`src/hw/rtl/jsu_pkg.sv`:
```
// ----------------------------------------------------------------------------
// jsu_pkg
// Shared types and codes for the JSON string unescape block.
// ----------------------------------------------------------------------------
package jsu_pkg;

    // one request on the input side
    typedef struct packed {
        logic [7:0] in_byte;
        logic       input_ended;
    } in_t;

    // one result on the output side
    typedef struct packed {
        logic [7:0] out_char;
        logic       char_valid;
        logic [2:0] status;
    } out_t;

    typedef enum logic [2:0] {
        MODE_PLAIN  = 3'd0,
        MODE_ESC    = 3'd1,
        MODE_HEX    = 3'd2,
        MODE_EXP_BS = 3'd3,
        MODE_EXP_U  = 3'd4
    } mode_t;

    localparam logic [2:0] ST_BUSY    = 3'd0;
    localparam logic [2:0] ST_CLOSED  = 3'd1;
    localparam logic [2:0] ST_INVALID = 3'd2;
    localparam logic [2:0] ST_ENDED   = 3'd3;
    localparam logic [2:0] ST_UNICODE = 3'd4;

endpackage

```
`src/hw/rtl/jsu_decode.sv`:
```
// ----------------------------------------------------------------------------
// jsu_decode
// Escape decoder state and the per-byte decode logic for one request.
// ----------------------------------------------------------------------------
module jsu_decode (
    input  logic          aclk,
    input  logic          aresetn,
    input  logic          accept,
    input  jsu_pkg::in_t  req,
    output jsu_pkg::out_t result
);

    localparam logic [7:0] CH_QUOTE = 8'h22;
    localparam logic [7:0] CH_BSL   = 8'h5C;
    localparam logic [7:0] CH_SLASH = 8'h2F;
    localparam logic [7:0] CH_B     = 8'h62;
    localparam logic [7:0] CH_F     = 8'h66;
    localparam logic [7:0] CH_N     = 8'h6E;
    localparam logic [7:0] CH_R     = 8'h72;
    localparam logic [7:0] CH_T     = 8'h74;
    localparam logic [7:0] CH_U     = 8'h75;
    localparam logic [7:0] CH_SPACE = 8'h20;

    jsu_pkg::mode_t mode_reg, mode_next;
    logic [15:0]    hex_reg, hex_next;
    logic [1:0]     cnt_reg, cnt_next;
    logic           hs_reg, hs_next;

    logic [3:0]     nibble;
    logic           nibble_ok;
    logic [15:0]    hex_shift;
    logic           is_high, is_low, is_ascii;

    always_comb begin
        nibble    = 4'd0;
        nibble_ok = 1'b1;
        if (req.in_byte >= 8'h30 && req.in_byte <= 8'h39) begin
            nibble = req.in_byte[3:0];
        end else if ((req.in_byte >= 8'h41 && req.in_byte <= 8'h46) ||
                     (req.in_byte >= 8'h61 && req.in_byte <= 8'h66)) begin
            nibble = req.in_byte[3:0] + 4'd9;
        end else begin
            nibble_ok = 1'b0;
        end
    end

    assign hex_shift = {hex_reg[11:0], nibble};
    assign is_high   = (hex_shift[15:10] == 6'b110110);
    assign is_low    = (hex_shift[15:10] == 6'b110111);
    assign is_ascii  = (hex_shift[15:7] == 9'd0);

    always_comb begin
        mode_next         = mode_reg;
        hex_next          = hex_reg;
        cnt_next          = cnt_reg;
        hs_next           = hs_reg;
        result.out_char   = 8'd0;
        result.char_valid = 1'b0;
        result.status     = jsu_pkg::ST_BUSY;

        if (req.input_ended) begin
            result.status = jsu_pkg::ST_ENDED;
        end else begin
            unique case (mode_reg)
                jsu_pkg::MODE_ESC: begin
                    case (req.in_byte)
                        CH_QUOTE, CH_BSL, CH_SLASH: begin
                            result.out_char   = req.in_byte;
                            result.char_valid = 1'b1;
                        end
                        CH_B: begin
                            result.out_char   = 8'h08;
                            result.char_valid = 1'b1;
                        end
                        CH_F: begin
                            result.out_char   = 8'h0C;
                            result.char_valid = 1'b1;
                        end
                        CH_N: begin
                            result.out_char   = 8'h0A;
                            result.char_valid = 1'b1;
                        end
                        CH_R: begin
                            result.out_char   = 8'h0D;
                            result.char_valid = 1'b1;
                        end
                        CH_T: begin
                            result.out_char   = 8'h09;
                            result.char_valid = 1'b1;
                        end
                        CH_U: begin
                            mode_next = jsu_pkg::MODE_HEX;
                            hex_next  = 16'd0;
                            cnt_next  = 2'd0;
                        end
                        default: begin
                            result.status = jsu_pkg::ST_INVALID;
                        end
                    endcase
                    if (result.char_valid) begin
                        mode_next = jsu_pkg::MODE_PLAIN;
                    end
                end
                jsu_pkg::MODE_HEX: begin
                    if (!nibble_ok) begin
                        result.status = jsu_pkg::ST_INVALID;
                    end else begin
                        hex_next = hex_shift;
                        if (cnt_reg != 2'd3) begin
                            cnt_next = cnt_reg + 2'd1;
                        end else begin
                            cnt_next = 2'd0;
                            if (hs_reg) begin
                                // second half of a pair: always outside ascii
                                result.status = is_low ? jsu_pkg::ST_UNICODE
                                                       : jsu_pkg::ST_INVALID;
                            end else if (is_high) begin
                                hs_next   = 1'b1;
                                mode_next = jsu_pkg::MODE_EXP_BS;
                            end else if (is_ascii) begin
                                result.out_char   = hex_shift[7:0];
                                result.char_valid = 1'b1;
                                mode_next         = jsu_pkg::MODE_PLAIN;
                                hex_next          = 16'd0;
                            end else begin
                                result.status = jsu_pkg::ST_UNICODE;
                            end
                        end
                    end
                end
                jsu_pkg::MODE_EXP_BS: begin
                    if (req.in_byte == CH_BSL) begin
                        mode_next = jsu_pkg::MODE_EXP_U;
                    end else begin
                        result.status = jsu_pkg::ST_INVALID;
                    end
                end
                jsu_pkg::MODE_EXP_U: begin
                    if (req.in_byte == CH_U) begin
                        mode_next = jsu_pkg::MODE_HEX;
                        hex_next  = 16'd0;
                        cnt_next  = 2'd0;
                    end else begin
                        result.status = jsu_pkg::ST_INVALID;
                    end
                end
                default: begin
                    if (req.in_byte == CH_QUOTE) begin
                        result.status = jsu_pkg::ST_CLOSED;
                    end else if (req.in_byte == CH_BSL) begin
                        mode_next = jsu_pkg::MODE_ESC;
                    end else if (req.in_byte < CH_SPACE) begin
                        result.status = jsu_pkg::ST_INVALID;
                    end else begin
                        result.out_char   = req.in_byte;
                        result.char_valid = 1'b1;
                        mode_next         = jsu_pkg::MODE_PLAIN;
                    end
                end
            endcase
        end

        // string done or broken: start over
        if (result.status != jsu_pkg::ST_BUSY) begin
            mode_next = jsu_pkg::MODE_PLAIN;
            hex_next  = 16'd0;
            cnt_next  = 2'd0;
            hs_next   = 1'b0;
        end
    end

    always_ff @(posedge aclk) begin
        if (!aresetn) begin
            mode_reg <= jsu_pkg::MODE_PLAIN;
            hex_reg  <= 16'd0;
            cnt_reg  <= 2'd0;
            hs_reg   <= 1'b0;
        end else if (accept) begin
            mode_reg <= mode_next;
            hex_reg  <= hex_next;
            cnt_reg  <= cnt_next;
            hs_reg   <= hs_next;
        end
    end

`ifndef NO_ASSERTIONS
    a_clear_on_end: assert property (@(posedge aclk) disable iff (!aresetn)
        accept && result.status != jsu_pkg::ST_BUSY |=>
            mode_reg == jsu_pkg::MODE_PLAIN && cnt_reg == 2'd0 && !hs_reg)
        else $error("decoder state not cleared after end of string");

    a_hs_mode: assert property (@(posedge aclk) disable iff (!aresetn)
        hs_reg |-> mode_reg == jsu_pkg::MODE_HEX || mode_reg == jsu_pkg::MODE_EXP_BS ||
                   mode_reg == jsu_pkg::MODE_EXP_U)
        else $error("surrogate flag set outside unicode escape");

    a_cnt_mode: assert property (@(posedge aclk) disable iff (!aresetn)
        cnt_reg != 2'd0 |-> mode_reg == jsu_pkg::MODE_HEX)
        else $error("hex digit count set outside hex mode");

    a_hold: assert property (@(posedge aclk) disable iff (!aresetn)
        !accept |=> $stable(mode_reg) && $stable(cnt_reg) && $stable(hs_reg))
        else $error("decoder state moved without a request");
`endif

endmodule

```
`src/hw/rtl/jsu_out_stage.sv`:
```
// ----------------------------------------------------------------------------
// jsu_out_stage
// Result register with valid/ready handshake toward the receiver.
// ----------------------------------------------------------------------------
module jsu_out_stage (
    input  logic          aclk,
    input  logic          aresetn,
    input  logic          load,
    input  jsu_pkg::out_t result,
    output logic          load_ready,
    output logic          m_valid,
    input  logic          m_ready,
    output jsu_pkg::out_t m_data
);

    logic          valid_reg, valid_next;
    jsu_pkg::out_t data_reg;

    // register frees up in the same cycle the receiver takes it
    assign load_ready = !valid_reg || m_ready;

    always_comb begin
        valid_next = valid_reg;
        if (load) begin
            valid_next = 1'b1;
        end else if (m_ready) begin
            valid_next = 1'b0;
        end
    end

    always_ff @(posedge aclk) begin
        if (!aresetn) begin
            valid_reg <= 1'b0;
        end else begin
            valid_reg <= valid_next;
        end
    end

    always_ff @(posedge aclk) begin
        if (load) begin
            data_reg <= result;
        end
    end

    assign m_valid = valid_reg;
    assign m_data  = data_reg;

`ifndef NO_ASSERTIONS
    a_no_overwrite: assert property (@(posedge aclk) disable iff (!aresetn)
        valid_reg && !m_ready |-> !load)
        else $error("pending result overwritten");

    a_load_shows: assert property (@(posedge aclk) disable iff (!aresetn)
        load |=> valid_reg)
        else $error("loaded result not presented");

    a_clean: assert property (@(posedge aclk) disable iff (!aresetn)
        valid_reg && data_reg.char_valid |-> data_reg.status == jsu_pkg::ST_BUSY)
        else $error("character reported together with an end status");
`endif

endmodule

```
`src/hw/rtl/json_string_unescape.sv`:
```
// ----------------------------------------------------------------------------
// json_string_unescape
// Decodes the body of a JSON string, one byte per request.
// ----------------------------------------------------------------------------
// Usage:
//   s_valid/s_ready/s_data carry one byte of the string body after the
//   opening quote, or an end-of-input marker (input_ended set).
//   m_valid/m_ready/m_data carry exactly one result per request: a decoded
//   character when char_valid is set, and a status (in progress, closed,
//   invalid, ended early, non-ascii unicode).
//   The result is registered: a taken request shows its result on m_data
//   in the next cycle. One request is taken every cycle while the
//   receiver keeps m_ready high; the single result register sets this.
//   When the receiver stalls, the result is held and s_ready drops until
//   it is taken; s_ready comes back in the same cycle that m_ready is seen.
//   Reset (aresetn low at a clock edge) returns the decoder to plain
//   character mode and empties the result register.
//   After a closed string or any error the next byte starts a new string.
// ----------------------------------------------------------------------------
module json_string_unescape (
    input  logic          aclk,
    input  logic          aresetn,
    input  logic          s_valid,
    output logic          s_ready,
    input  jsu_pkg::in_t  s_data,
    output logic          m_valid,
    input  logic          m_ready,
    output jsu_pkg::out_t m_data
);

    logic          accept;
    jsu_pkg::out_t result;

    assign accept = s_valid && s_ready;

    jsu_decode u_decode (
        .aclk    (aclk),
        .aresetn (aresetn),
        .accept  (accept),
        .req     (s_data),
        .result  (result)
    );

    jsu_out_stage u_out (
        .aclk       (aclk),
        .aresetn    (aresetn),
        .load       (accept),
        .result     (result),
        .load_ready (s_ready),
        .m_valid    (m_valid),
        .m_ready    (m_ready),
        .m_data     (m_data)
    );

endmodule
```
`config.mk`:
```
export PLATFORM = sky130hd
export DESIGN_NAME = json_string_unescape
export DESIGN_NICKNAME = d
export VERILOG_FILES = /design/src/hw/rtl/jsu_pkg.sv /design/src/hw/rtl/jsu_decode.sv /design/src/hw/rtl/jsu_out_stage.sv /design/src/hw/rtl/json_string_unescape.sv
export SDC_FILE = /design/constraint.sdc
export NUM_CORES = 1
export LEC_CHECK = 0
export BUFFER_PORTS_ARGS = -buffer_cell sky130_fd_sc_hd__buf_2
export CAP_MARGIN = 20
export CELL_PAD_IN_SITES_DETAIL_PLACEMENT = 0
export CELL_PAD_IN_SITES_GLOBAL_PLACEMENT = 1
export CORE_ASPECT_RATIO = 0.5
export CORE_UTILIZATION = 39
export CTS_CLUSTER_DIAMETER = 100
export DETAILED_ROUTE_END_ITERATION = 10
export PLACE_DENSITY = 0.83
export SLEW_MARGIN = 25
export SYNTH_ARGS = -nofsm -noshare
export SYNTH_HDL_FRONTEND = slang
export SYNTH_SLANG_ARGS = --single-unit
```
`constraint.sdc`:
```
create_clock -name aclk -period 2.6 [get_ports aclk]
set_clock_uncertainty 0.2 [all_clocks]
set_input_delay 0.52 -clock aclk [delete_from_list [all_inputs] [get_ports aclk]]
set_output_delay 0.52 -clock aclk [all_outputs]
set_load 0.02 [all_outputs]
```
**Word-level counts from Yosys, hierarchy flattened**

Cells that the tools add are included.

- Bits in registers: 31
- Output and inout bits: 14
- Logic and storage cells: 128

- $add $sub $neg: 2
- $lt $le $gt $ge: 7
- Equality and inequality tests: 26
- Multiplexer cells: 65
- Reduce and logical (&&, ||, !) cells: 20

Operators with widths:

| operator | number |
|---|---|
| $mux 12 | 11 |
| $mux 9 | 7 |
| $mux 3 | 19 |
| $eq 8x7->1 const B | 7 |
| $pmux 9 s6 | 1 |
| $pmux 9 s3 | 1 |
| $pmux 12 s2 | 1 |
| $pmux 3 s4 | 2 |
| $mux 2 | 9 |
| $eq 8x6->1 const B | 2 |
| $ge 8x7->1 const B | 2 |
| $le 8x7->1 const B | 2 |
| $eq 6x6->1 const B | 2 |
| $mux 1 | 11 |
| $reduce_and 5->1 | 2 |
| $logic_not 9->1 | 1 |
| $ne 3x1->1 const B | 3 |
| $reduce_and 9->1 | 1 |
| $reduce_or 9->1 | 1 |
| $ge 8x6->1 const B | 1 |
| $le 8x6->1 const B | 1 |
| $lt 8x6->1 const B | 1 |
| $mux 4 | 2 |
| $eq 3x2->1 const B | 2 |
| other kinds (18) | 28 |

**Depth between registers and ports, before layout**

- Depth after elaboration: 15
- Gate-level depth with buffers: 10
- Depth with buffers taken out: 8

**Hierarchy**

Synthesis repeated with hierarchy kept, for this count alone.

- Cells, all modules: 213
- Area total of the unflattened synthesis: 2008.2 µm²

By module, submodules not included:

| module | times used | cells an instance | area an instance (µm²) | sequential area each (µm²) |
|---|---|---|---|---|
| jsu_decode | 1 | 196 | 1592.8 | 360.3 |
| jsu_out_stage | 1 | 16 | 409.1 | 380.4 |
| json_string_unescape | 1 | 1 | 6.3 | 0.0 |

**Worst setup path after synthesis**

OpenSTA, ideal clock, no wires.

- Kind: input to register
- Start: in s_data[1] (netlist bit)
- End: reg u_decode.hex_reg[4]
- Arrival: 2.534 ns
- Required time: 2.328 ns
- Slack: -0.206 ns
- Stages on the path: 8
- Buffers on the path: 0
- Cell sequence: inv_1 ha_1 nor3b_1 or3_1 a21boi_1 a2111oi_1 nand3_1 mux2i_1

- Cells in the longest elaborated chain, start to end: 11
- Elaborated cells on any way between the ends: 39
- Classes of those cells: order compare (7); eq/ne (12); mux (12); reduce/logical (8)

RTL lines:

| element | RTL line | source |
|---|---|---|
| start, declared | json_string_unescape.sv:25 | `input jsu_pkg::in_t s_data,` |
| $ge 8x7->1, or another cell as far along | jsu_decode.sv:39 | `end else if ((req.in_byte >= 8'h41 && req.in_byte <= 8'h46) \|\|` |
| $logic_and 1x1->1 (on tied branches) | jsu_decode.sv:39, jsu_decode.sv:40 |  |
| $logic_or 1x1->1 | jsu_decode.sv:39 |  |
| $mux 1 | jsu_decode.sv:39 |  |
| $mux 1 | jsu_decode.sv:37 | `if (req.in_byte >= 8'h30 && req.in_byte <= 8'h39) begin` |
| $mux 3 | jsu_decode.sv:105 | `if (!nibble_ok) begin` |
| $pmux 3 s4 | jsu_decode.sv:64 | `unique case (mode_reg)` |
| $mux 3 | jsu_decode.sv:61 | `if (req.input_ended) begin` |
| $reduce_bool 3->1 | jsu_decode.sv:164 | `if (result.status != jsu_pkg::ST_BUSY) begin` |
| $ne 3x1->1 (no line), or another cell as far along | n/a |  |
| $reduce_and 5->1 (no line) | n/a |  |
| end signal, assigned | jsu_decode.sv:180 | `hex_reg <= hex_next;` |
| end, declared | jsu_decode.sv:25 | `logic [15:0] hex_reg, hex_next;` |

Several ways; a longest one is shown, not always the timed one.
A chain may end at the register's enable or synchronous reset.

**Final worst setup path**

- Start: in s_data[1] (netlist bit)
- End: reg u_out.data_reg (netlist bit u_out.m_data[6]), data pin

- Cells in the longest elaborated chain, start to end: 11
- Elaborated cells on any way between the ends: 37
- Classes of those cells: add/sub (1); order compare (7); eq/ne (8); mux (16); reduce/logical (5)

RTL lines:

| element | RTL line | source |
|---|---|---|
| $ge 8x7->1, or another cell as far along | jsu_decode.sv:39 |  |
| $logic_and 1x1->1 (on tied branches) | jsu_decode.sv:39, jsu_decode.sv:40 |  |
| $logic_or 1x1->1 | jsu_decode.sv:39 |  |
| $mux 4 | jsu_decode.sv:39 |  |
| $mux 4 | jsu_decode.sv:37 |  |
| $mux 9 | jsu_decode.sv:120 | `end else if (is_ascii) begin` |
| $mux 12 | jsu_decode.sv:117 | `end else if (is_high) begin` |
| $mux 9 | jsu_decode.sv:113 | `if (hs_reg) begin` |
| $mux 12 | jsu_decode.sv:109 | `if (cnt_reg != 2'd3) begin` |
| $mux 9 | jsu_decode.sv:105 |  |
| $pmux 9 s3 * | jsu_decode.sv:64 |  |
| end signal, assigned | jsu_out_stage.sv:41 | `data_reg <= result;` |
| end, declared | jsu_out_stage.sv:17 | `jsu_pkg::out_t data_reg;` |

Every way passes the cells marked *; elsewhere a longest branch is shown, timed or not. The select of a mux whose other input is x is not followed.

==> results.txt <==
Crit Path Class: input pin to flop
Crit-path cells: buf_2 > inv_1 > ha_2 > nor3b_1 > buf_4 > a31oi_1 > o31a_1 > a21oi_1 > buf_4 > nand3_1 > a31oi_1
Pre-CTS WS: -0.286 ns
Num CTS Buffers: 5
Flop pwr share: 47.8%
Final WS setup: 0.0874 ns
Post-synth ARST share: 0%
Final Cycle Share: 96.6%
Simple-Gate Fraction of Synth Area: 28.2%
Max-slew headroom: 59.9%
Clock Power Share: 33.3%
Crit-path slowest cell: a21oi_1
Crit path time final: 2.51 ns
Clk slew on worst S/H paths: 0.06 ns
Run status: completed
Grt ovf: 0
Startpoint Class: input pin
Routability Congestion: 0.885
Die Span Y: 54.2 µm
Worst slew pin tran: 0.602 ns
Min-delay src: u_decode.cnt_reg[1]$_SDFFE_PN0P_
Post-Synthesis Net Count: 267
Hold Crit Endpoint: u_decode.cnt_reg[1]$_SDFFE_PN0P_
Most area-consuming cells after synthesis: dfxtp_1 (18%), edfxtp_1 (17%), mux2i_1 (7.1%), nand2_1 (4.8%), nand3_1 (4.7%)
R2r startpoint: u_decode.mode_reg[0]$_SDFFE_PN0P_
Die X-Extent: 106 µm
Cts hold-fix bufs: 0
Worst Path Required: 2.50 ns
Synth Register Bits: 31
Post-synth EDFFs: 12
R2R Setup Slk: 0.30 ns
Sw power: 0.000301 W
Main flop type after synthesis: dfxtp_1
CTS tree: done
WL/cell: 15.9 µm
Fmax achieved: 398 MHz
Synth Area in Adders: 2.94%
Post-DP Area: 0.00262 mm²
Syn-to-layout area delta: 29.5%
Die area: 0.00577 mm²
Vias in the first global route: 1,875
Most common cell in the netlist: nand2_1
Core area: 0.00509 mm²
Nets: 327
Max-slew violation count: 0
VDD IR max: 0.187 mV
Fraction of layout instances using a drive strength above 1: 29.4%
# setup viols final: 0
Initial DRC Count: 169
Wire length of the first global-routing pass: 9310 µm
Number of diodes: 0
Area share of the largest cell type after synthesis: 17.9%
Detail Route Antenna Nets: 0
FF-to-FF End: u_out.m_data[6]$_SDFFCE_PP0P_
R2r worst-path depth: 6
Initial antenna violation count: 0
Initial DRT Pass Iterations: 5
Final WL: 6030 µm
Port Buf Inserts: 26
Sw Ratio: 27.4%
CTS root buf: clkbuf_8
Synth Area in Compound Gates: 21.7%
Starting density of the core: 41.8%
Post-Syn Area: 0.00213 mm²
Via count: 2,141
Synth area leader: dfxtp_1
All-Layer GR Usage: 21.3%
Crit. End Element: flop
Rows: 18
Hold WC Path Type: flop to flop
Finished Core Util: 54.2%
Clock H-tree levels: 2
Worst Hold Depth: 2
Clk buf depth: 2
Worst path top cell family by delay: compound AO/OA/AOI/OAI gates
Synth Area per Inst: 8.55 µm²
Post-synth top cells: nand2_1 (27), nand3_1 (20), dfxtp_1 (19), nor2_1 (19), mux2i_1 (15)
Combinational share of power: 18.9%
DRC: 0
Final hold vios: 0
Synth Area in XOR/XNOR: 0.823%
Max stage delay on crit path: 0.29 ns
Via density: 5.63
Multiplexer area fraction after synthesis: 7.05%
Ys Warns: 0
Yosys cell types: 57
Clock tree sinks: 31
Crit path DAT: 2.41 ns
Cell area after layout: 0.00276 mm²
Cell count after synthesis: 249
Total negative setup slack: 0 ns
Buf+Inv Stages, Crit Path: 4
Power Density: 398 mW/mm²
Worst-skew pair later-pin latency: 0.28 ns
Max-Cap Viols: 0
DP HPWL: 4510 µm
Ports: 27
Crit-path max FO: 4
Register area share after synthesis: 34.8%
Largest family of logic cells by synthesized area: simple AND/OR/NAND/NOR gates
Pint: 0.000795 W
Leakage power: 1.11 nW
Largest net degree at the start of global routing: 20
-- area by class of cell --
type	count	area, µm²
inverter	9	33.8
timing repair buffer	67	467
multi-input combinational	195	1350
tap	70	87.6
sequential	31	741
fill	471	2330
clock inverter	1	5.00
clock buffer	7	76.3
-- worst max path at each step --
stage / endpoint / startpoint / cells past startpoint
after global routing: u_decode.mode_reg[2]$_SDFFE_PN0P_ / s_data[2] / 10
after global placement: u_out.m_data[5]$_SDFFCE_PP0P_ / s_data[2] / 12
after floorplan: u_decode.cnt_reg[1]$_SDFFE_PN0P_ / s_data[1] / 10
final: u_out.m_data[6]$_SDFFCE_PP0P_ / s_data[1] / 11
after CTS: u_decode.hex_reg[7]$_SDFFE_PN0P_ / s_data[1] / 10
after detailed placement: u_decode.hex_reg[7]$_SDFFE_PN0P_ / s_data[1] / 10
-- cells by family (layout without fill, tap and decap cells) --
family / after synthesis / in the layout
flip-flops: 31 / 31
multiplexers: 15 / 15
AO/OA/AOI/OAI: 62 / 62
adder cells (fa/ha/maj): 5 / 5
XOR/XNOR: 2 / 2
AND/OR/NAND/NOR: 111 / 111
buffers and inverters: 23 / 84
-- layer usage --
layer | global-route usage [%] | wire length (µm) | vias up
met2 | 36.6 | 2760 | 75
li1 | - | - | 1053
met4 | 5.48 | 57 | 0
met5 | 0 | 0 | -
met3 | 3.57 | 336 | 7
met1 | 28.7 | 2880 | 1006
-- power by group through the flow --
stage	sequential, W	combinational, W	clock (W)
after CTS	0.000525	0.000198	0.000372
after detailed placement	0.000535	0.000197	0
after floorplan	0.000553	0.0000989	0
after global placement	0.000534	0.000193	0
final	0.000524	0.000207	0.000365
after global routing	0.000525	0.000221	0.000395
-- layout by cell type, fill, tap and decap left out, drive strengths merged, types with 4 or more instances in the layout --
master   n
nand2   27
edfxtp  12
o22ai    6
nand3   21
inv      9
and3     4
mux2i   15
ha       5
nand2b   4
and2     5
a211oi   5
nand4    4
dfxtp   19
clkbuf   7
nor3b    5
buf     67
nor2    19
o21ai   10
a21oi   12
nor3     5
a31oi    4
-- what timing repair did --
item                       4_1_cts  5_1_grt
setup buffers                    0        2
pin swaps                        0        4
setup endpoints to repair        2       23
gates cloned                     0        0
gates resized for setup          1        7
-- tightest hold or removal path, cell delays in order (launching register included) --
cell and delay (ns):
dfxtp_1 0.31, nand2_1 0.05, mux2i_1 0.06
-- through the flow --
step | hold WS [ns] | cells | total power [W]
floorplan | 0.242 | 249 | 0.000651
global placement | 0.250 | 370 | 0.000728
detailed placement | 0.264 | 370 | 0.000732
CTS | 0.274 | 378 | 0.00109
global route | 0.288 | 380 | 0.00114
finish | 0.265 | 380 | 0.00110
Note: power is estimated with default switching activity, not from simulation.
